**config.mk**
```make
export PLATFORM = sky130hd
export DESIGN_NAME = touch_gesture_qualifier_flat
export DESIGN_NICKNAME = d
export VERILOG_FILES = /design/src/hw/rtl/tgq_pkg.sv /design/src/hw/rtl/tgq_if.sv /design/src/hw/rtl/tgq_eval.sv /design/src/hw/rtl/touch_gesture_qualifier.sv /design/src/flat_wrapper.sv
export SDC_FILE = /design/constraint.sdc
export NUM_CORES = 1
export LEC_CHECK = 0
export BUFFER_PORTS_ARGS = -buffer_cell sky130_fd_sc_hd__buf_2
export CAP_MARGIN = 10
export CORE_ASPECT_RATIO = 0.5
export CORE_UTILIZATION = 35
export CTS_CLUSTER_SIZE = 40
export DETAILED_ROUTE_END_ITERATION = 10
export SYNTH_ARGS = -nofsm -noshare
export SYNTH_HDL_FRONTEND = slang
export SYNTH_HIERARCHICAL = 1
export SYNTH_SLANG_ARGS = --single-unit
```
**constraint.sdc**
```tcl
create_clock -name clock -period 5.3 [get_ports clock]
set_input_delay 0.265 -clock clock [delete_from_list [all_inputs] [get_ports clock]]
set_output_delay 0.265 -clock clock [all_outputs]
set_load 0.02 [all_outputs]
```
**src/hw/rtl/tgq_pkg.sv**
```systemverilog
// ----------------------------------------------------------------------------
// tgq_pkg: shared types and constants
// Item layouts, qualifier state, mode and event codes, CSR indexes.
// ----------------------------------------------------------------------------
`default_nettype none

package tgq_pkg;

   localparam int CoordW     = 16;
   localparam int TimeW      = 16;
   localparam int ThreshW    = 15;
   localparam int KindW      = 2;
   localparam int CsrAddrW   = 1;
   localparam int CsrDataW   = 16;

   localparam logic [CoordW-1:0]  NO_TOUCH_LIMIT = 16'hff00;
   localparam logic [CoordW-1:0]  NO_POINT       = 16'hffff;

   localparam logic [TimeW-1:0]   DEBOUNCE_RESET  = 16'd50;
   localparam logic [ThreshW-1:0] THRESHOLD_RESET = 15'd4;

   // request kinds
   localparam logic REQ_PEN_IRQ = 1'b0;
   localparam logic REQ_POLL    = 1'b1;

   // event kinds
   localparam logic [KindW-1:0] EV_NONE = 2'd0;
   localparam logic [KindW-1:0] EV_DOWN = 2'd1;
   localparam logic [KindW-1:0] EV_MOVE = 2'd2;
   localparam logic [KindW-1:0] EV_UP   = 2'd3;

   // CSR indexes
   localparam logic [CsrAddrW-1:0] CSR_DEBOUNCE  = 1'b0;
   localparam logic [CsrAddrW-1:0] CSR_THRESHOLD = 1'b1;

   typedef enum logic [2:0] {
      MODE_IDLE     = 3'b001,
      MODE_TOUCHING = 3'b010,
      MODE_RELEASED = 3'b100
   } mode_type;

   typedef struct packed {
      logic              req_type;
      logic [CoordW-1:0] sample_x;
      logic [CoordW-1:0] sample_y;
      logic [TimeW-1:0]  now_ms;
   } req_item_type;

   typedef struct packed {
      logic [KindW-1:0]  event_kind;
      logic [CoordW-1:0] event_x;
      logic [CoordW-1:0] event_y;
   } rsp_item_type;

   typedef struct packed {
      mode_type          mode;
      logic [CoordW-1:0] prev_x;
      logic [CoordW-1:0] prev_y;
      logic [TimeW-1:0]  release_stamp;
   } state_type;

   typedef struct packed {
      logic [TimeW-1:0]   debounce_time;
      logic [ThreshW-1:0] move_gap;
   } cfg_type;

endpackage

`default_nettype wire

```
**src/hw/rtl/tgq_if.sv**
```systemverilog
// ----------------------------------------------------------------------------
// tgq_if: channel interfaces
// Valid/ready channels for request items and event items.
// ----------------------------------------------------------------------------
`default_nettype none

interface tgq_req_if import tgq_pkg::*; ();
   logic              valid;
   logic              ready;
   logic              req_type;
   logic [CoordW-1:0] sample_x;
   logic [CoordW-1:0] sample_y;
   logic [TimeW-1:0]  now_ms;

   modport source (output valid, req_type, sample_x, sample_y, now_ms, input ready);
   modport sink   (input valid, req_type, sample_x, sample_y, now_ms, output ready);
endinterface

interface tgq_rsp_if import tgq_pkg::*; ();
   logic              valid;
   logic              ready;
   logic [KindW-1:0]  event_kind;
   logic [CoordW-1:0] event_x;
   logic [CoordW-1:0] event_y;

   modport source (output valid, event_kind, event_x, event_y, input ready);
   modport sink   (input valid, event_kind, event_x, event_y, output ready);
endinterface

`default_nettype wire

```
**src/hw/rtl/tgq_eval.sv**
```systemverilog
// ----------------------------------------------------------------------------
// tgq_eval: qualifier next-state and event logic
// Combinational: one item plus current state gives one event and next state.
// ----------------------------------------------------------------------------
`default_nettype none

module tgq_eval import tgq_pkg::*; (
   input  req_item_type item,
   input  state_type    cur,
   input  cfg_type      cfg,
   output rsp_item_type res,
   output state_type    nxt
);

   logic                no_touch;
   logic [TimeW-1:0]    elapsed;
   logic signed [CoordW:0] dx;
   logic signed [CoordW:0] dy;
   logic [CoordW:0]     adx;
   logic [CoordW:0]     ady;
   logic                big_move;
   logic                first_pt;
   logic                same_pt;
   logic                active;

   assign no_touch = (item.sample_x > NO_TOUCH_LIMIT) || (item.sample_y > NO_TOUCH_LIMIT);
   assign elapsed  = item.now_ms - cur.release_stamp;

   // 17-bit signed distance, no wrap
   assign dx  = signed'({item.sample_x[CoordW-1], item.sample_x})
              - signed'({cur.prev_x[CoordW-1], cur.prev_x});
   assign dy  = signed'({item.sample_y[CoordW-1], item.sample_y})
              - signed'({cur.prev_y[CoordW-1], cur.prev_y});
   assign adx = dx[CoordW] ? unsigned'(-dx) : unsigned'(dx);
   assign ady = dy[CoordW] ? unsigned'(-dy) : unsigned'(dy);
   assign big_move = (adx > {2'b00, cfg.move_gap})
                  && (ady > {2'b00, cfg.move_gap});

   assign first_pt = (cur.prev_x == NO_POINT) && (cur.prev_y == NO_POINT);
   assign same_pt  = (cur.prev_x == item.sample_x) && (cur.prev_y == item.sample_y);

   // touching path: touching mode, or touch seen again while released
   assign active = (cur.mode == MODE_TOUCHING) || ((cur.mode == MODE_RELEASED) && !no_touch);

   always_comb begin
      res = '{event_kind: EV_NONE, event_x: '0, event_y: '0};
      nxt = cur;
      priority if (item.req_type == REQ_PEN_IRQ) begin
         if (cur.mode != MODE_TOUCHING && cur.mode != MODE_RELEASED) begin
            nxt.mode = MODE_TOUCHING;
         end
      end else if (active) begin
         if (no_touch) begin
            nxt.mode          = MODE_RELEASED;
            nxt.release_stamp = item.now_ms;
         end else begin
            nxt.mode   = MODE_TOUCHING;
            nxt.prev_x = item.sample_x;
            nxt.prev_y = item.sample_y;
            if (first_pt) begin
               res = '{event_kind: EV_DOWN, event_x: item.sample_x, event_y: item.sample_y};
            end else if (!same_pt && big_move) begin
               res = '{event_kind: EV_MOVE, event_x: item.sample_x, event_y: item.sample_y};
            end
         end
      end else if (cur.mode == MODE_RELEASED) begin
         // still no touch: report up once debounce has run out
         if (elapsed > cfg.debounce_time) begin
            res = '{event_kind: EV_UP, event_x: cur.prev_x, event_y: cur.prev_y};
            nxt.mode   = MODE_IDLE;
            nxt.prev_x = NO_POINT;
            nxt.prev_y = NO_POINT;
         end
      end else begin
         // poll while idle: no event, state unchanged
      end
   end

endmodule

`default_nettype wire

```
**src/hw/rtl/touch_gesture_qualifier.sv**
```systemverilog
// ----------------------------------------------------------------------------
// touch_gesture_qualifier: touch-panel event qualifier
// Turns pen interrupts and sample polls into down, move and up events.
// ----------------------------------------------------------------------------
// Usage:
//   req channel: one item per pen-down interrupt (req_type 0) or periodic
//     poll (req_type 1, with sample_x/sample_y/now_ms).
//   rsp channel: exactly one event item per request item, in order;
//     event_kind 0 (none) carries zero coordinates.
//   csr port: index 0 debounce_time (ms), index 1 move distance threshold;
//     write only while no items are in flight.
//   Path: an accepted item goes through the input register, then the event
//     register, which drives rsp.valid. Throughput: one item per cycle while
//     rsp.ready is high; the qualifier state is updated as an item moves
//     into the event register, so the next item sees the updated state.
//   Stall: when rsp.ready is low the event register holds and the input
//     register fills; req.ready falls only when both stages are occupied.
//   Reset: synchronous, active high; both stages empty, mode idle, no
//     previous point, release stamp zero, CSRs at 50 ms and 4.
// ----------------------------------------------------------------------------
`default_nettype none

module touch_gesture_qualifier import tgq_pkg::*; (
   input  wire logic                clock,
   input  wire logic                reset,
   tgq_req_if.sink                  req,
   tgq_rsp_if.source                rsp,
   input  wire logic                csr_we,
   input  wire logic [CsrAddrW-1:0] csr_addr,
   input  wire logic [CsrDataW-1:0] csr_wdata
);

   // configuration registers
   cfg_type      cfg_ff;

   // input stage
   logic         s1_valid_ff;
   req_item_type s1_item_ff;

   // event stage
   logic         rsp_valid_ff;
   rsp_item_type rsp_item_ff;

   // qualifier state
   state_type    state_ff;
   state_type    state_in;
   rsp_item_type rsp_item_in;

   logic         adv_out;   // event register free or being drained
   logic         take_in;   // request item accepted this edge
   logic         fire;      // input stage moves to event stage

   assign adv_out   = !rsp_valid_ff || rsp.ready;
   assign req.ready = !s1_valid_ff || adv_out;
   assign take_in   = req.valid && req.ready;
   assign fire      = s1_valid_ff && adv_out;

   // CSR writes
   always_ff @(posedge clock) begin
      if (reset) begin
         cfg_ff.debounce_time <= DEBOUNCE_RESET;
         cfg_ff.move_gap      <= THRESHOLD_RESET;
      end else if (csr_we) begin
         unique case (csr_addr)
            CSR_DEBOUNCE:  cfg_ff.debounce_time <= csr_wdata[TimeW-1:0];
            CSR_THRESHOLD: cfg_ff.move_gap      <= csr_wdata[ThreshW-1:0];
            default: ;
         endcase
      end
   end

   // input register
   always_ff @(posedge clock) begin
      if (reset) begin
         s1_valid_ff <= 1'b0;
      end else if (req.ready) begin
         s1_valid_ff <= req.valid;
      end
   end

   always_ff @(posedge clock) begin
      if (take_in) begin
         s1_item_ff <= '{req_type: req.req_type, sample_x: req.sample_x,
                         sample_y: req.sample_y, now_ms: req.now_ms};
      end
   end

   tgq_eval u_eval (
      .item (s1_item_ff),
      .cur  (state_ff),
      .cfg  (cfg_ff),
      .res  (rsp_item_in),
      .nxt  (state_in)
   );

   // state advances with each item entering the event register
   always_ff @(posedge clock) begin
      if (reset) begin
         state_ff <= '{mode: MODE_IDLE, prev_x: NO_POINT, prev_y: NO_POINT,
                       release_stamp: '0};
      end else if (fire) begin
         state_ff <= state_in;
      end
   end

   // event register
   always_ff @(posedge clock) begin
      if (reset) begin
         rsp_valid_ff <= 1'b0;
      end else if (adv_out) begin
         rsp_valid_ff <= s1_valid_ff;
      end
   end

   always_ff @(posedge clock) begin
      if (fire) begin
         rsp_item_ff <= rsp_item_in;
      end
   end

   assign rsp.valid      = rsp_valid_ff;
   assign rsp.event_kind = rsp_item_ff.event_kind;
   assign rsp.event_x    = rsp_item_ff.event_x;
   assign rsp.event_y    = rsp_item_ff.event_y;

endmodule

`default_nettype wire

```
**src/flat_wrapper.sv**
```systemverilog
// flat-port wrapper written by rule: the top's interface ports become plain ports
module touch_gesture_qualifier_flat import tgq_pkg::*;
  (clock, reset, csr_we, csr_addr, csr_wdata, req_valid, req_req_type, req_sample_x, req_sample_y, req_now_ms, req_ready, rsp_valid, rsp_event_kind, rsp_event_x, rsp_event_y, rsp_ready);
  tgq_req_if req_i ();
  tgq_rsp_if rsp_i ();
  input  wire logic clock;
  input  wire logic reset;
  input  wire logic csr_we;
  input  wire logic [CsrAddrW-1:0] csr_addr;
  input  wire logic [CsrDataW-1:0] csr_wdata;
  input wire logic [$bits(req_i.valid)-1:0] req_valid;
  input wire logic [$bits(req_i.req_type)-1:0] req_req_type;
  input wire logic [$bits(req_i.sample_x)-1:0] req_sample_x;
  input wire logic [$bits(req_i.sample_y)-1:0] req_sample_y;
  input wire logic [$bits(req_i.now_ms)-1:0] req_now_ms;
  output wire logic [$bits(req_i.ready)-1:0] req_ready;
  output wire logic [$bits(rsp_i.valid)-1:0] rsp_valid;
  output wire logic [$bits(rsp_i.event_kind)-1:0] rsp_event_kind;
  output wire logic [$bits(rsp_i.event_x)-1:0] rsp_event_x;
  output wire logic [$bits(rsp_i.event_y)-1:0] rsp_event_y;
  input wire logic [$bits(rsp_i.ready)-1:0] rsp_ready;
  assign req_i.valid = req_valid;
  assign req_i.req_type = req_req_type;
  assign req_i.sample_x = req_sample_x;
  assign req_i.sample_y = req_sample_y;
  assign req_i.now_ms = req_now_ms;
  assign req_ready = req_i.ready;
  assign rsp_valid = rsp_i.valid;
  assign rsp_event_kind = rsp_i.event_kind;
  assign rsp_event_x = rsp_i.event_x;
  assign rsp_event_y = rsp_i.event_y;
  assign rsp_i.ready = rsp_ready;
  touch_gesture_qualifier u_core (.clock(clock), .reset(reset), .req(req_i), .rsp(rsp_i), .csr_we(csr_we), .csr_addr(csr_addr), .csr_wdata(csr_wdata));
endmodule
```
==> After elaboration in Yosys (flattened, before gate mapping) <==
Cells that the tools add are included.
{ "op_classes": {"n_addsub": 5, "n_lt_le_gt_ge": 5, "eq_ne": 11, "muxes": 15, "n_bitwise": 1, "n_reduce_logical": 24} }
{ "ops": {"columns": ["operator", "count"], "rows": [
  ["34-bit two-way mux", 6],
  ["35-bit two-way mux", 3],
  ["17-bit by 15-bit greater-than comparator with 1-bit output", 2],
  ["17-bit two-way mux", 2],
  ["17-bit negation", 2],
  ["16-bit by 16-bit subtractor with 17-bit output", 2],
  ["16-bit == test", 2],
  ["16-bit == test (second input constant)", 2],
  ["16-bit greater-than comparator (second input constant)", 2],
  ["32-bit two-way mux", 1],
  ["16-bit greater-than comparator", 1],
  ["16-bit subtractor", 1],
  ["3-bit two-way mux", 3],
  ["3-bit inequality test (second input constant)", 3],
  ["1-bit logical AND", 8],
  ["4-bit AND reduction", 2],
  ["2-bit nonzero test", 3],
  ["5-bit AND reduction", 1],
  ["1-bit logical NOT", 4],
  ["1-bit logical OR", 4],
  ["2-bit AND reduction", 2],
  ["3-bit by 2-bit == test with 1-bit output (second input constant)", 1],
  ["3-bit == test (second input constant)", 1],
  ["3-bit by 2-bit inequality test with 1-bit output (second input constant)", 1],
  ["2 further kinds", 2]
]} }
{ "totals": {"reg_bits": 167, "inputBits": 71, "out_inout_bits": 36, "word_cells": 76} }

==> Longest topological paths before layout <==
Gate-level depths: netlist of the first run.
{ "depth": {"depth_word": 10, "mapped_depth": 25, "depth_no_buf": 25} }

==> Modules after synthesis <==
Netlist of the first run, hierarchy kept.
{ "by_module_without_submodules": {"columns": ["module", "instances", "cells_per_inst", "area_per_inst_um2", "seq_area_each_um2"], "rows": [
  ["tgq_eval", 1, 851, 5856.9, 0.0],
  ["touch_gesture_qualifier", 1, 453, 5809.3, 4174.0]
]} }

==> Worst setup path before layout of the first run <==
No wires, ideal clock.
{ "synth_path": {"path_type": "register to register", "from": "reg u_core/s1_item_ff[16] in the netlist's numbering", "to": "reg u_core.rsp_item_ff (netlist bit u_core/rsp.event_y[12]), data pin", "setup_ns": 0.261, "arrival_time_ns": 4.378, "required_ns": 5.039, "setup_slack_ns": 0.661, "path_stages_with_launch": 25, "path_cell_list": "edfxtp_1 -> inv_1 -> ha_1 -> fa_1 -> nor2b_1 -> o2111ai_1 -> nand3_1 -> a31oi_1 -> nand2b_1 -> a22oi_1 -> clkbuf_1 -> nor2_1 -> a21oi_1 -> ha_1 -> nor2b_1 -> o21a_1 -> o21ai_0 -> nand2b_1 -> a211oi_1 -> o31ai_1 -> a221oi_1 -> a21oi_1 -> o211ai_2 -> buf_6 -> o21ai_1"} }
{ "synth_via": {"elab_chain_cells": 10, "word_cells_on_any_way": 18, "classes_between": "add/sub: 2; order compare: 2; eq/ne: 1; mux: 5; reduce/logical: 8"} }
{ "synth_lines": {"columns": ["item", "line_no", "text"], "rows": [
  ["from (decl)", "touch_gesture_qualifier.sv:38", "req_item_type s1_item_ff;"],
  ["from (signal assigned)", "touch_gesture_qualifier.sv:83", "s1_item_ff <= '{req_type: req.req_type, sample_x: req.sample_x,"],
  ["16-bit by 16-bit subtractor with 17-bit output", "tgq_eval.sv:33", "- signed'({cur.prev_y[CoordW-1], cur.prev_y});"],
  ["17-bit negation", "tgq_eval.sv:35", "assign ady = dy[CoordW] ? unsigned'(-dy) : unsigned'(dy);"],
  ["17-bit two-way mux", "tgq_eval.sv:35", null],
  ["17-bit by 15-bit greater-than comparator with 1-bit output", "tgq_eval.sv:37", "&& (ady > {2'b00, cfg.move_gap});"],
  ["1-bit logical AND", "tgq_eval.sv:37", null],
  ["1-bit logical AND", "tgq_eval.sv:62", "end else if (!same_pt && big_move) begin"],
  ["34-bit two-way mux", "tgq_eval.sv:62", null],
  ["34-bit two-way mux", "tgq_eval.sv:60", "if (first_pt) begin"],
  ["34-bit two-way mux", "tgq_eval.sv:53", "if (no_touch) begin"],
  ["34-bit two-way mux *", "tgq_eval.sv:52", "end else if (active) begin"],
  ["to (signal assigned)", "touch_gesture_qualifier.sv:117", "rsp_item_ff <= rsp_item_in;"],
  ["to (decl)", "touch_gesture_qualifier.sv:42", "rsp_item_type rsp_item_ff;"]
]} }
Mark *: on every way between the ends. The rest lies on a longest branch, timed or not.
A chain may end at the register's enable or synchronous reset.

==> Worst setup path in the final report of the first run <==
{ "layout_path": {"from": "reg u_core/s1_item_ff[34] in the netlist's numbering", "to": "reg u_core.rsp_item_ff (netlist bit u_core/rsp.event_kind[1]), data pin"} }
{ "layout_via": {"elab_chain_cells": 10, "word_cells_on_any_way": 18, "classes_between": "add/sub: 2; order compare: 2; eq/ne: 1; mux: 5; reduce/logical: 8"} }
{ "layout_lines": {"columns": ["item", "line_no", "text"], "rows": [
  ["16-bit by 16-bit subtractor with 17-bit output", "tgq_eval.sv:31", "- signed'({cur.prev_x[CoordW-1], cur.prev_x});"],
  ["17-bit negation", "tgq_eval.sv:34", "assign adx = dx[CoordW] ? unsigned'(-dx) : unsigned'(dx);"],
  ["17-bit two-way mux", "tgq_eval.sv:34", null],
  ["17-bit by 15-bit greater-than comparator with 1-bit output", "tgq_eval.sv:36", "assign big_move = (adx > {2'b00, cfg.move_gap})"],
  ["1-bit logical AND", "tgq_eval.sv:37", null],
  ["1-bit logical AND", "tgq_eval.sv:62", null],
  ["34-bit two-way mux", "tgq_eval.sv:62", null],
  ["34-bit two-way mux", "tgq_eval.sv:60", null],
  ["34-bit two-way mux", "tgq_eval.sv:53", null],
  ["34-bit two-way mux *", "tgq_eval.sv:52", null]
]} }
Marked as above.

==> out/results.txt, run 1 <==
The tools report the count of fill cells added during filler insertion as 3141. The count of maximum capacitance violations is 0, and the stage delay of the slowest cell on the critical path is 470 ps. Hold is met by 11.2 ps. The first global-routing pass estimated 49.6 mm of wire. The leakage dissipation is 5.59 nW, and the non-filler instance count after layout is 1876. The logs give 0.358 for the post-synthesis sequential area ratio and 0.00100 W for the switching power total.

The die height came out at 131 um. The sequential cell area in the final layout was 4180 um^2. The power density over the cells works out to 241 nW/um^2. The count of distinct cell types in the synthesized netlist came out at 79. In the routed design, unresolved DRC markers number 0. For the number of pins with negative max-slew slack in the final report, the log shows 0. The signal on the critical path passes through ha_2 -> o21a_1 -> o31a_1 -> o31a_1 -> a2111oi_2 -> o21bai_1 -> xor2_2 -> nor2_1 -> a21o_1 -> xnor2_1 -> ha_1 -> nand2_1 -> nor2_2 -> o21ai_0 -> a31oi_1 -> nor3_2 -> a21oi_2 -> a211oi_1 -> mux2i_1 -> o211ai_4 -> buf_12 -> o31ai_1. The initial antenna violation count came out at 1. The tools report the design internal power as 0.00232 W. Detailed placement ended at an HPWL of 23.5 mm.

In the final layout, the multi-input gates occupy 6900 um^2. STA puts the critical path data required time at 5580 ps. Setup violations remaining at the end of the flow were counted as 0. IR analysis of the VDD net gives a maximum drop of 195 uV. TritonCTS built the clock tree. The starting utilization of the core area is 0.362, and the overall routing resource usage is 0.186. The combinational share of power was 0.185.

The logs give 1792 for the number of instances in the placed design and 34100 um^2 for the total die area. Entering global routing, the biggest net connects 136 pins. The number of buffers added by the clock tree synthesis step is 17.

The cell area that synthesis handed to floorplanning was 11700 um^2. The share of the cycle needed by the critical path after routing is 0.942. The endpoint identified for the worst register-to-register timing path is u_core/rsp.event_kind[1].

The longest clock path from root to sink contains 2 buffers. The remaining antenna violation count is 0, and the detailed-route vias per instance is 5.37. The H-tree was split into 4 levels. For this run, the number of Yosys warnings is 6.

The growth of design area from synthesis to finish is 18.1%. The final layout contains routed wiring with a total length of 32.1 mm. The tools report the final-report hold violation count as 0. Timing would allow up to 0.200 GHz.

Counting flops and latches in the post-synthesis netlist gives 167. After synthesis, the mean cell area works out to 8.95 um^2. The clock net in this run drives a total of 167 sinks. The share of cells above drive strength 1 was 0.163. The core occupancy in the finished layout was 0.428; the number of enable-type register cells in the synthesized netlist was 83. The completed layout was analyzed and its total power is 0.00333 W.

Counting every instance in the synthesized netlist gives 1304. The setup path with the least slack is of type flop to flop. The first detailed-routing pass took 5 iterations. The run gives 32200 um^2 as the core area. After the first detailed-routing iteration, the DRC count stood at 856.

0 antenna diodes ended up in the layout. The library cell used most frequently in the layout, excluding fill and tap cells, is sky130_fd_sc_hd__nand2_1. The congestion estimate from routability-driven global placement came to 0.895. At the placement stage, the worst setup path has a slack of 90.3 ps. The number of top-level pins was 107.

The cell with the largest stage delay on the worst path is sky130_fd_sc_hd__edfxtp_1. STA classifies the critical path startpoint as a flop. The most used flip-flop cell after synthesis is sky130_fd_sc_hd__dfxtp_1.

The time the final worst path needs with I/O delays and setup is 4990 ps, and the number of nets at the end of the flow is 1600. The flow ran to the end, and the final reports show no timing, DRC or antenna violations. The worst hold endpoint is u_core/s1_item_ff[3].

The start point of the worst min-delay path is req_now_ms[3]. The number of buffers added on ports was 106. When the netlist entered floorplanning its net count stood at 1473. The tools report the share of total power in the clock network as 0.383.

STA classifies the critical path endpoint as a flop. The logic depth of the worst register-to-register path was 22. The relative slew slack was 0.361. On the final layout, the worst clock skew is 14.1 ps. The tools report the clock root buffer as sky130_fd_sc_hd__clkbuf_16. The path class of the tightest hold or removal check is input port to flop. The cell that appears most often on the critical path is sky130_fd_sc_hd__o31a_1. In this run the worst path has a maximum fanout of 10. Row generation in the floorplan step produced 46 rows. For the worst setup path, the data arrival time is 5280 ps.

The clock slew seen by the registers of the worst setup and hold paths was 70 ps. The share of synthesized registers carrying an async set or reset works out to 0. The logs give 310 ps for the worst-case register-to-register setup slack and 0 for the global route total overflow. The sequential share of power was 0.433; the die extent in x was 260 um.

The clock latency of the later-clocked register in the worst-skew pair is 450 ps. In the layout the commonest cells are sky130_fd_sc_hd__nand2_1, sky130_fd_sc_hd__nor2_1, sky130_fd_sc_hd__buf_2. The number of global-route vias before repair is 9491. Startpoint of the most critical register-to-register path: u_core/s1_item_ff[34]. The hold-critical path depth is 1. Once routing completed, OpenROAD measured the worst setup slack at 308 ps. For this block, the via count after detailed routing is 10100.

At the pin with the least slew margin, the transition time is 956 ps. The switching fraction of total power was 0.301; the mean routed wirelength per cell was 17.1 um.
worst max-delay path, delay by kind of cell (launching register included):
family          cells  cell delay, ps
fa+ha+maj           2             680
mux                 1             280
simple gates        4             360
xor+xnor            2             400
flops               1             470
buf+inv             1             200
compound gates     12            2410
metrics by stage:
stage	setup TNS (ps)	area (um^2)
floorplan	0	11700
global placement	0	12500
detailed placement	0	12500
CTS	0	13600
global route	-12.8	13800
finish	0	13800
cell type report:
class / count / share of cell area
Clock buffer: 18 / 0.0327
Tap cell: 432 / 0.0392
Inverter: 96 / 0.0261
Sequential cell: 167 / 0.303
Timing Repair Buffer: 173 / 0.0885
Multi-Input combinational cell: 976 / 0.500
Clock inverter: 14 / 0.0102
routing by layer:
metal	track usage	wire [um]	vias up
li1	-	-	4946
met1	0.240	14800	4852
met2	0.316	15400	237
met3	0.0354	1370	46
met4	0.0630	617	0
met5	0	0	-
how the worst max path moves through the flow:
stage,start,to,slack (ps),depth (start not counted)
floorplan,u_core/s1_item_ff[16],u_core/rsp.event_y[12],660,24
detailed placement,u_core/s1_item_ff[34],u_core/rsp.event_x[15],90,22
CTS,u_core/s1_item_ff[34],u_core/rsp.event_x[15],40,22
global route,u_core/s1_item_ff[33],u_core/rsp.event_y[0],-10,22
global placement,u_core/s1_item_ff[34],u_core/rsp.event_kind[1],200,22
finish,u_core/s1_item_ff[34],u_core/rsp.event_kind[1],310,22
state kept, by name, summed over array words and instances (netlist names):
name	flops
u_core/s1_valid_ff	1
u_core/rsp.event_y	16
u_core/state_ff	51
u_core/rsp.event_x	16
u_core/s1_item_ff	49
u_core/rsp.event_kind	2
u_core/cfg_ff	31
u_core/rsp.valid	1
synthesized netlist by cell type, types with 9 or more instances:
master                     count  area share
sky130_fd_sc_hd__a21oi_1      81       0.035
sky130_fd_sc_hd__a32oi_1      32       0.024
sky130_fd_sc_hd__and3_1        9      0.0048
sky130_fd_sc_hd__mux2_2       15       0.014
sky130_fd_sc_hd__xor2_1       25       0.019
sky130_fd_sc_hd__xnor2_1      32       0.024
sky130_fd_sc_hd__inv_1        96       0.031
sky130_fd_sc_hd__o21a_1       11      0.0071
sky130_fd_sc_hd__buf_6        10      0.0097
sky130_fd_sc_hd__o21ai_0      28       0.012
sky130_fd_sc_hd__ha_1         95        0.10
sky130_fd_sc_hd__clkbuf_1     30      0.0097
sky130_fd_sc_hd__dfxtp_1      84        0.14
sky130_fd_sc_hd__nand2_1     132       0.042
sky130_fd_sc_hd__nor2b_1      19       0.010
sky130_fd_sc_hd__edfxtp_1     83        0.21
sky130_fd_sc_hd__nor2_1      126       0.041
sky130_fd_sc_hd__nand3_1      22      0.0094
sky130_fd_sc_hd__mux2i_1      55       0.047
sky130_fd_sc_hd__o211ai_1     33       0.021
sky130_fd_sc_hd__nand2b_1     50       0.027
sky130_fd_sc_hd__nor4_1       11      0.0059
sky130_fd_sc_hd__a21o_1       16       0.010
sky130_fd_sc_hd__nand4_1      22       0.012
sky130_fd_sc_hd__o21ai_2      29       0.022
sky130_fd_sc_hd__buf_2        12      0.0051
sky130_fd_sc_hd__nor3_1       18      0.0077
repair_timing:
action                                  4_1_cts  5_1_grt
resized for setup                             0       23
setup buffers                                 0        4
hold endpoints to repair                     46        0
hold buffers                                 46        0
endpoints found under the setup margin        0       64
power by group through the flow:
stage | Combinational (W) | Clock, W | Sequential [W]
2_1_floorplan | 0.000398 | 0 | 0.00147
3_5_place_dp | 0.000556 | 0 | 0.00147
6_report | 0.000614 | 0.00127 | 0.00144
4_1_cts | 0.000586 | 0.00130 | 0.00144
5_1_grt | 0.000680 | 0.00136 | 0.00144
3_3_place_gp | 0.000542 | 0 | 0.00147
kinds of logic (layout without fill, tap and decap cells):
kind of cell,count (synthesis),count (layout),share of synthesized area
multiplexers,70,70,0.0617
AND/OR/NAND/NOR,448,448,0.188
XOR/XNOR,57,57,0.0428
AO/OA/AOI/OAI,303,303,0.182
adder cells (fa/ha/maj),98,98,0.107
flip-flops,167,167,0.358
buffers and inverters,161,301,0.0607
Power figures use the tool's default switching activity.
==> inputs of run 2 (changes only) <==
- CORE_MARGIN: unset -> 4
- CTS_CLUSTER_SIZE: 40 -> 20
==> out/results.txt, run 2 (same netlist as run 1, synthesis figures left out) <==
The largest individual stage delay along the critical path comes from the cell sky130_fd_sc_hd__or4b_4. The logs give 107 for the number of top-level pins and 0 for the final-report hold violation count. The detailed router finished its first iteration with 743 violations. The logs give 49.2 mm for the global-route wire length before repair and 0.392 for the relative slew slack. The setup check on the worst reg-to-reg path leaves a slack of 260 ps. The aggregate negative setup slack came out at 0 ps. In the final layout, the registers with the most flip-flops are u_core/state_ff x51, u_core/s1_item_ff x49, u_core/cfg_ff x31.

The count of nets left with antenna violations once routing finished came out at 0. The repair_antennas step left the layout with diodes totalling 0. The startpoint of the most critical register-to-register path is u_core/s1_item_ff[33].

The library cells used most frequently in the layout, excluding fill and tap cells, are sky130_fd_sc_hd__nand2_1, sky130_fd_sc_hd__nor2_1, sky130_fd_sc_hd__buf_2. The tools report the number of design rule violations left after detail routing as 0. The share of the cycle needed by the critical path after routing works out to 0.952.

Setup repair after global routing could not meet its margin everywhere. The number of cells on the worst reg-to-reg path is 22. Row generation in the floorplan step produced 46 rows.

The tools report the timing-limited maximum frequency as 0.198 GHz. The number of buffers added on ports came out at 106. Number of pins with negative max-slew slack in the final report: 0. Detailed routing inserted a total of 9931 vias. The share of cells above drive strength 1 is 0.162. In the post-route analysis, the smallest setup slack over all paths is 256 ps. The clock slew seen by the registers of the worst setup and hold paths works out to 70 ps. The starting utilization of the core area was 0.362. The first detailed-routing pass took 5 iterations. After global routing the overflow that remains totals 0.

The category of the critical setup timing path was flop to flop. The first element of the critical path is u_core/s1_item_ff[33]. The floorplan step set the die width to 266 um.

The power density over the cells was 240 nW/um^2. The endpoint of the worst register-to-register path is u_core/rsp.event_kind[1]. The die is 137 um tall.

The core area was 32200 um^2. The maximum fanout encountered on the critical timing path was 9; the count of maximum capacitance violations was 0. Entering global routing, the biggest net connects 78 pins. In this run the number of H-tree levels came out at 4.

The critical path ends at u_core/rsp.event_kind[1]. The clock root buffer is sky130_fd_sc_hd__clkbuf_16. The worst setup path is captured at a flop.

The detailed-route vias per instance is 5.29, and the sink count of the clock tree is 167. Wires add up to 31.5 mm. The register with the most flip-flops in the layout has 51 of them. OpenSTA, run right after detailed placement, puts the worst setup slack at 186 ps. For this run, the number of standard cells in the final layout without fillers is 1876. Across the whole layout, storage elements account for 4180 um^2.

Number of global-route vias before repair: 9378. The logs give 0 for the initial antenna violation count and 0.913 for the placer's final routability congestion estimate. The mean routed wirelength per cell is 16.8 um. The tools report the maximum ir drop on the vdd rail as 160 uV. After layout, the minimum clock period comes to 5040 ps. The run gives 17.8 ps as the largest clock skew in the final design. STA classifies the critical path startpoint as a flop. The leakage dissipation is 5.59 nW, and the actual transition at the worst max-transition pin is 911 ps.

For the overall power consumption, the log shows 0.00330 W. The multi-input logic area is 6890 um^2, and the count of fill cells added during filler insertion is 3176. The cell that appears most often on the critical path is sky130_fd_sc_hd__nor2_1. The overall routing resource usage is 0.169, and the maximum buffer depth of the clock tree is 2. Relative to the synthesized area, the layout overhead comes to 18.0%. For the number of nets at the end of the flow, the log shows 1600. The library cell used most frequently in the layout, excluding fill and tap cells, is sky130_fd_sc_hd__nand2_1. The clock latency of the later-clocked register in the worst-skew pair is 450 ps. The stage delay of the slowest cell on the critical path came out at 520 ps. TritonCTS built the clock tree. The number of clock buffers added by TritonCTS is 17.

Type of the most critical hold path: input port to flop. The run gives 5570 ps as the data required time at the worst endpoint. The logs give 0 for the final setup violation count and 36500 um^2 for the total die area. The flow ran to the end, and the final reports show no timing, DRC or antenna violations.

The critical path goes through ha_1 -> nor2b_1 -> o31a_1 -> o31a_1 -> and4b_1 -> nor3_4 -> or4b_4 -> nor2_1 -> nor2_1 -> xor2_1 -> ha_1 -> nand2_1 -> nor2_1 -> o21ai_0 -> a31oi_1 -> nor3_2 -> a21oi_2 -> nor4bb_1 -> mux2i_1 -> o211ai_4 -> buf_12 -> o31ai_1. Including well taps, the total number of placed cells is 1791. The data arrival time of the critical path is 5320 ps. The register with the most flip-flops was u_core/state_ff.

The detailed placement HPWL was 23.2 mm.
[run 2: worst min path at each step]
stage                     slack [ps]             start                    end  cells after the start
after floorplan                  360     req_now_ms[0]   u_core/s1_item_ff[0]                      0
after global placement           440   req_sample_x[5]  u_core/s1_item_ff[37]                      1
after detailed placement         440    req_now_ms[13]  u_core/s1_item_ff[13]                      1
after CTS                          2   req_sample_x[1]  u_core/s1_item_ff[33]                      1
after global routing               4  req_sample_x[15]  u_core/s1_item_ff[47]                      1
final                             20  req_sample_x[15]  u_core/s1_item_ff[47]                      1
[run 2: critical path, delay by kind of cell (launching register included)]
kind / cells / cell delay [ps]
mux: 1 / 250
buf+inv: 1 / 200
simple gates: 10 / 1710
fa+ha+maj: 2 / 650
xor+xnor: 1 / 150
flops: 1 / 470
compound gates: 7 / 1440
[run 2: power by group]
group          internal [W]  leakage [nW]  switching (W)
sequential          0.00140          1.50      0.0000382
clock              0.000671         0.291       0.000571
combinational      0.000266          3.80       0.000350
[run 2: per-layer routing]
| layer | track usage | wire, um |
|---|---|---|
| met5 | 0 | 0 |
| met4 | 0.0495 | 557 |
| met3 | 0.0345 | 1560 |
| met2 | 0.284 | 14800 |
| met1 | 0.220 | 14600 |
[run 2: layout make-up]
class	instances	area share
Sequential cell	167	0.303
Clock inverter	12	0.00763
Multi-Input combinational cell	976	0.500
Tap cell	432	0.0393
Clock buffer	20	0.0348
Timing Repair Buffer	173	0.0890
Inverter	96	0.0262
[run 2: per-stage QoR]
step | cell area (um^2) | hold WS, ps | util
final | 13800 | 17.9 | 0.427
after global routing | 13800 | 4.12 | 0.427
after CTS | 13600 | 2.40 | 0.422
after detailed placement | 12500 | 443 | 0.389
after global placement | 12500 | 441 | 0.389
after floorplan | 11700 | 364 | -
[run 2: repair_timing]
item	CTS	global route
setup buffers	0	3
gates resized for setup	0	19
setup endpoints to repair	0	64
endpoints found under the hold margin	46	1
hold buffers	46	1
==> inputs of run 3 (changes only) <==
- CELL_PAD_IN_SITES_DETAIL_PLACEMENT: unset -> 1
- CELL_PAD_IN_SITES_GLOBAL_PLACEMENT: unset -> 2
- PLACE_DENSITY_LB_ADDON: unset -> 0.1
==> out/results.txt, run 3 (same netlist as run 1, synthesis figures left out) <==
For this run, design rule violations remaining after detail routing come to 0. For this run, the detailed router's first-pass iteration total came to 4. Time the final worst path needs with I/O delays and setup: 5060 ps. The worst-case register-to-register setup slack came out at 240 ps.

The detailed router finished its first iteration with 617 violations. After global routing the overflow that remains totals 0. The register with the most flip-flops is u_core/state_ff. The run gives 5490 ps as the data required time at the worst endpoint. The flow ran to the end, and the final reports show no timing, DRC or antenna violations. The logic depth of the worst register-to-register path was 23. TritonCTS created 17 clock buffers. At the pin with the least slew margin, the transition time is 1040 ps. The tools report the clock root buffer as sky130_fd_sc_hd__clkbuf_16.

The largest clock skew in the final design was 15.4 ps. The tree built by TritonCTS fans out to 167 sinks. The register with the most flip-flops in the layout has 51 of them. The tools report the remaining antenna violation count as 0.

The number of buffers added on ports is 106, and the count of maximum capacitance violations is 0. The hold-critical path depth was 1. STA classifies the critical path startpoint as a flop.

The detailed-route vias per instance works out to 5.42. The die extent in x was 266 um. Core area: 32200 um^2. TritonCTS built the clock tree. For hold timing, the worst endpoint is u_core/s1_item_ff[17]. The detailed placement HPWL is 27.6 mm.

At the end of routability-driven placement, the weighted congestion stood at 0.863. The starting utilization of the core area was 0.362; the maximum fanout encountered on the critical timing path was 9. The number of global-route vias before repair is 10700. The largest registers in the layout are u_core/state_ff x51, u_core/s1_item_ff x49, u_core/cfg_ff x31.

Setup violations remaining at the end of the flow were counted as 0. The tools report the overall power consumption as 0.00336 W. The capturing element type of the critical path is a flop. The routed design has 37.3 mm of wire. Power spread over the standard cell area amounts to 240 nW/um^2.

The cell row count was 46; the number of pins with negative max-slew slack in the final report was 0. The tools report the core occupancy in the finished layout as 0.434. Across the VDD grid, the largest voltage drop is 155 uV. In this run the number of H-tree levels came out at 4. For the relative slew slack, the log shows 0.304. The run gives 107 as the number of top-level pins. Overall routing resource usage: 0.205.

In this run the static leakage power is 5.70 nW. The count of fill cells added during filler insertion is 3720. The repair_antennas step left the layout with diodes totalling 0. The tightest hold path in the finished design has a slack of 23.2 ps. The endpoint of the worst register-to-register path is u_core/rsp.event_x[15].

The category of the critical setup timing path is flop to flop. The maximum buffer depth of the clock tree came out at 2. The floorplan step defined a die boundary enclosing 36500 um^2. Entering global routing, the biggest net connects 86 pins.

Type of the most critical hold path: input port to flop. The clock slew seen by the registers of the worst setup and hold paths was 70 ps. Leading cell type in the layout, fill and taps excluded: sky130_fd_sc_hd__nand2_1. The share of cells above drive strength 1 is 0.181, and the initial antenna violation count is 0. The tools report the timing-limited maximum frequency as 0.198 GHz.

In this run the vertical extent of the chip is 137 um. The first global-routing pass estimated 58.9 mm of wire. The library cells used most frequently in the layout, excluding fill and tap cells, are sky130_fd_sc_hd__nand2_1, sky130_fd_sc_hd__nor2_1, sky130_fd_sc_hd__buf_2.

The logs give 0 for the final-report hold violation count and 5240 ps for the data arrival time of the critical path. The tools report the clock latency of the later-clocked register in the worst-skew pair as 450 ps. In the final routed layout, each cell accounts on average for 19.7 um. The final route contains 10300 vias.

The startpoint identified for the worst hold timing path is req_sample_y[1]. The share of the cycle needed by the critical path after routing works out to 0.954. The final layout contains 1618 nets.

The area growth from synthesis to layout is 20.0%. The startpoint of the most critical register-to-register path was u_core/s1_item_ff[33].
[run 3: cell count changes in the layout (fill, tap and decap cells not counted), sizes merged]
| cell | change |
|---|---|
| buf | +20 |
| dlygate4sd3 | -2 |
| clkbuf | +5 |
| clkinv | -5 |
[run 3: worst max-delay path by stage]
stage                                      from                  endpoint  slack (ps)  cells after the start
after floorplan           u_core/s1_item_ff[16]    u_core/rsp.event_y[12]         660                     24
after global placement     u_core/s1_item_ff[0]       u_core/state_ff[16]         220                     25
after detailed placement  u_core/s1_item_ff[33]  u_core/rsp.event_kind[1]         -60                     22
after CTS                 u_core/s1_item_ff[32]     u_core/rsp.event_x[4]          30                     24
after global routing      u_core/s1_item_ff[33]  u_core/rsp.event_kind[1]         -20                     23
final                     u_core/s1_item_ff[33]    u_core/rsp.event_x[15]         240                     23
[run 3: layout make-up]
class	count	area (um^2)	share of cell area
inverters	96	360	0.0257
clock buffers	25	531	0.0379
well taps	432	541	0.0386
clock inverters	7	51.3	0.00366
multi-input cells	976	6970	0.498
flip-flops and latches	167	4170	0.298
repair buffers	191	1370	0.0981
[run 3: report_power, final]
| part | switching (W) | internal (W) | leakage (nW) |
|---|---|---|---|
| Combinational | 0.000373 | 0.000283 | 3.91 |
| Clock | 0.000558 | 0.000704 | 0.292 |
| Sequential | 0.0000401 | 0.00140 | 1.50 |
[run 3: worst max-delay path, stage by stage, from the launching register on]
cell                       delay [ps]
sky130_fd_sc_hd__edfxtp_1         440
sky130_fd_sc_hd__ha_1             330
sky130_fd_sc_hd__nor2b_1          140
sky130_fd_sc_hd__o31a_1           280
sky130_fd_sc_hd__o31a_1           420
sky130_fd_sc_hd__a21boi_0         270
sky130_fd_sc_hd__xor2_1           170
sky130_fd_sc_hd__buf_4            150
sky130_fd_sc_hd__nand2_1           80
sky130_fd_sc_hd__nor2_1           100
sky130_fd_sc_hd__nor2_1            50
sky130_fd_sc_hd__xor2_1           270
sky130_fd_sc_hd__ha_1             320
sky130_fd_sc_hd__a22o_1           240
sky130_fd_sc_hd__nor4_2           140
sky130_fd_sc_hd__a31oi_1          120
sky130_fd_sc_hd__nor3_1           200
sky130_fd_sc_hd__a21oi_2           70
sky130_fd_sc_hd__nor4bb_1         300
sky130_fd_sc_hd__mux2i_1          160
sky130_fd_sc_hd__o211ai_4         120
sky130_fd_sc_hd__buf_12           160
sky130_fd_sc_hd__buf_12           140
sky130_fd_sc_hd__o21ai_0          100
[run 3: stage by stage]
stage / instances / setup TNS [ps] / setup WS, ps / cell area [um^2]
floorplan: 1304 / 0 / 661 / 11700
global placement: 1798 / 0 / 220 / 12600
detailed placement: 1798 / -62.7 / -62.7 / 12600
CTS: 1874 / 0 / 28.1 / 13600
global route: 1894 / -25.6 / -15.9 / 14000
finish: 1894 / 0 / 245 / 14000
[run 3: layer usage]
metal	track usage	vias up	wire (um)
met5	0	-	0
met3	0.0327	18	1190
met4	0.0370	0	303
li1	-	4976	-
met2	0.361	154	18200
met1	0.271	5110	17600
[run 3: timing repair]
action	4_1_cts	5_1_grt
resized for setup	1	37
endpoints found under the hold margin	44	1
gates cloned	0	2
pin swaps	0	14
setup endpoints to repair	1	66
hold buffers	44	1
buffers inserted	0	17
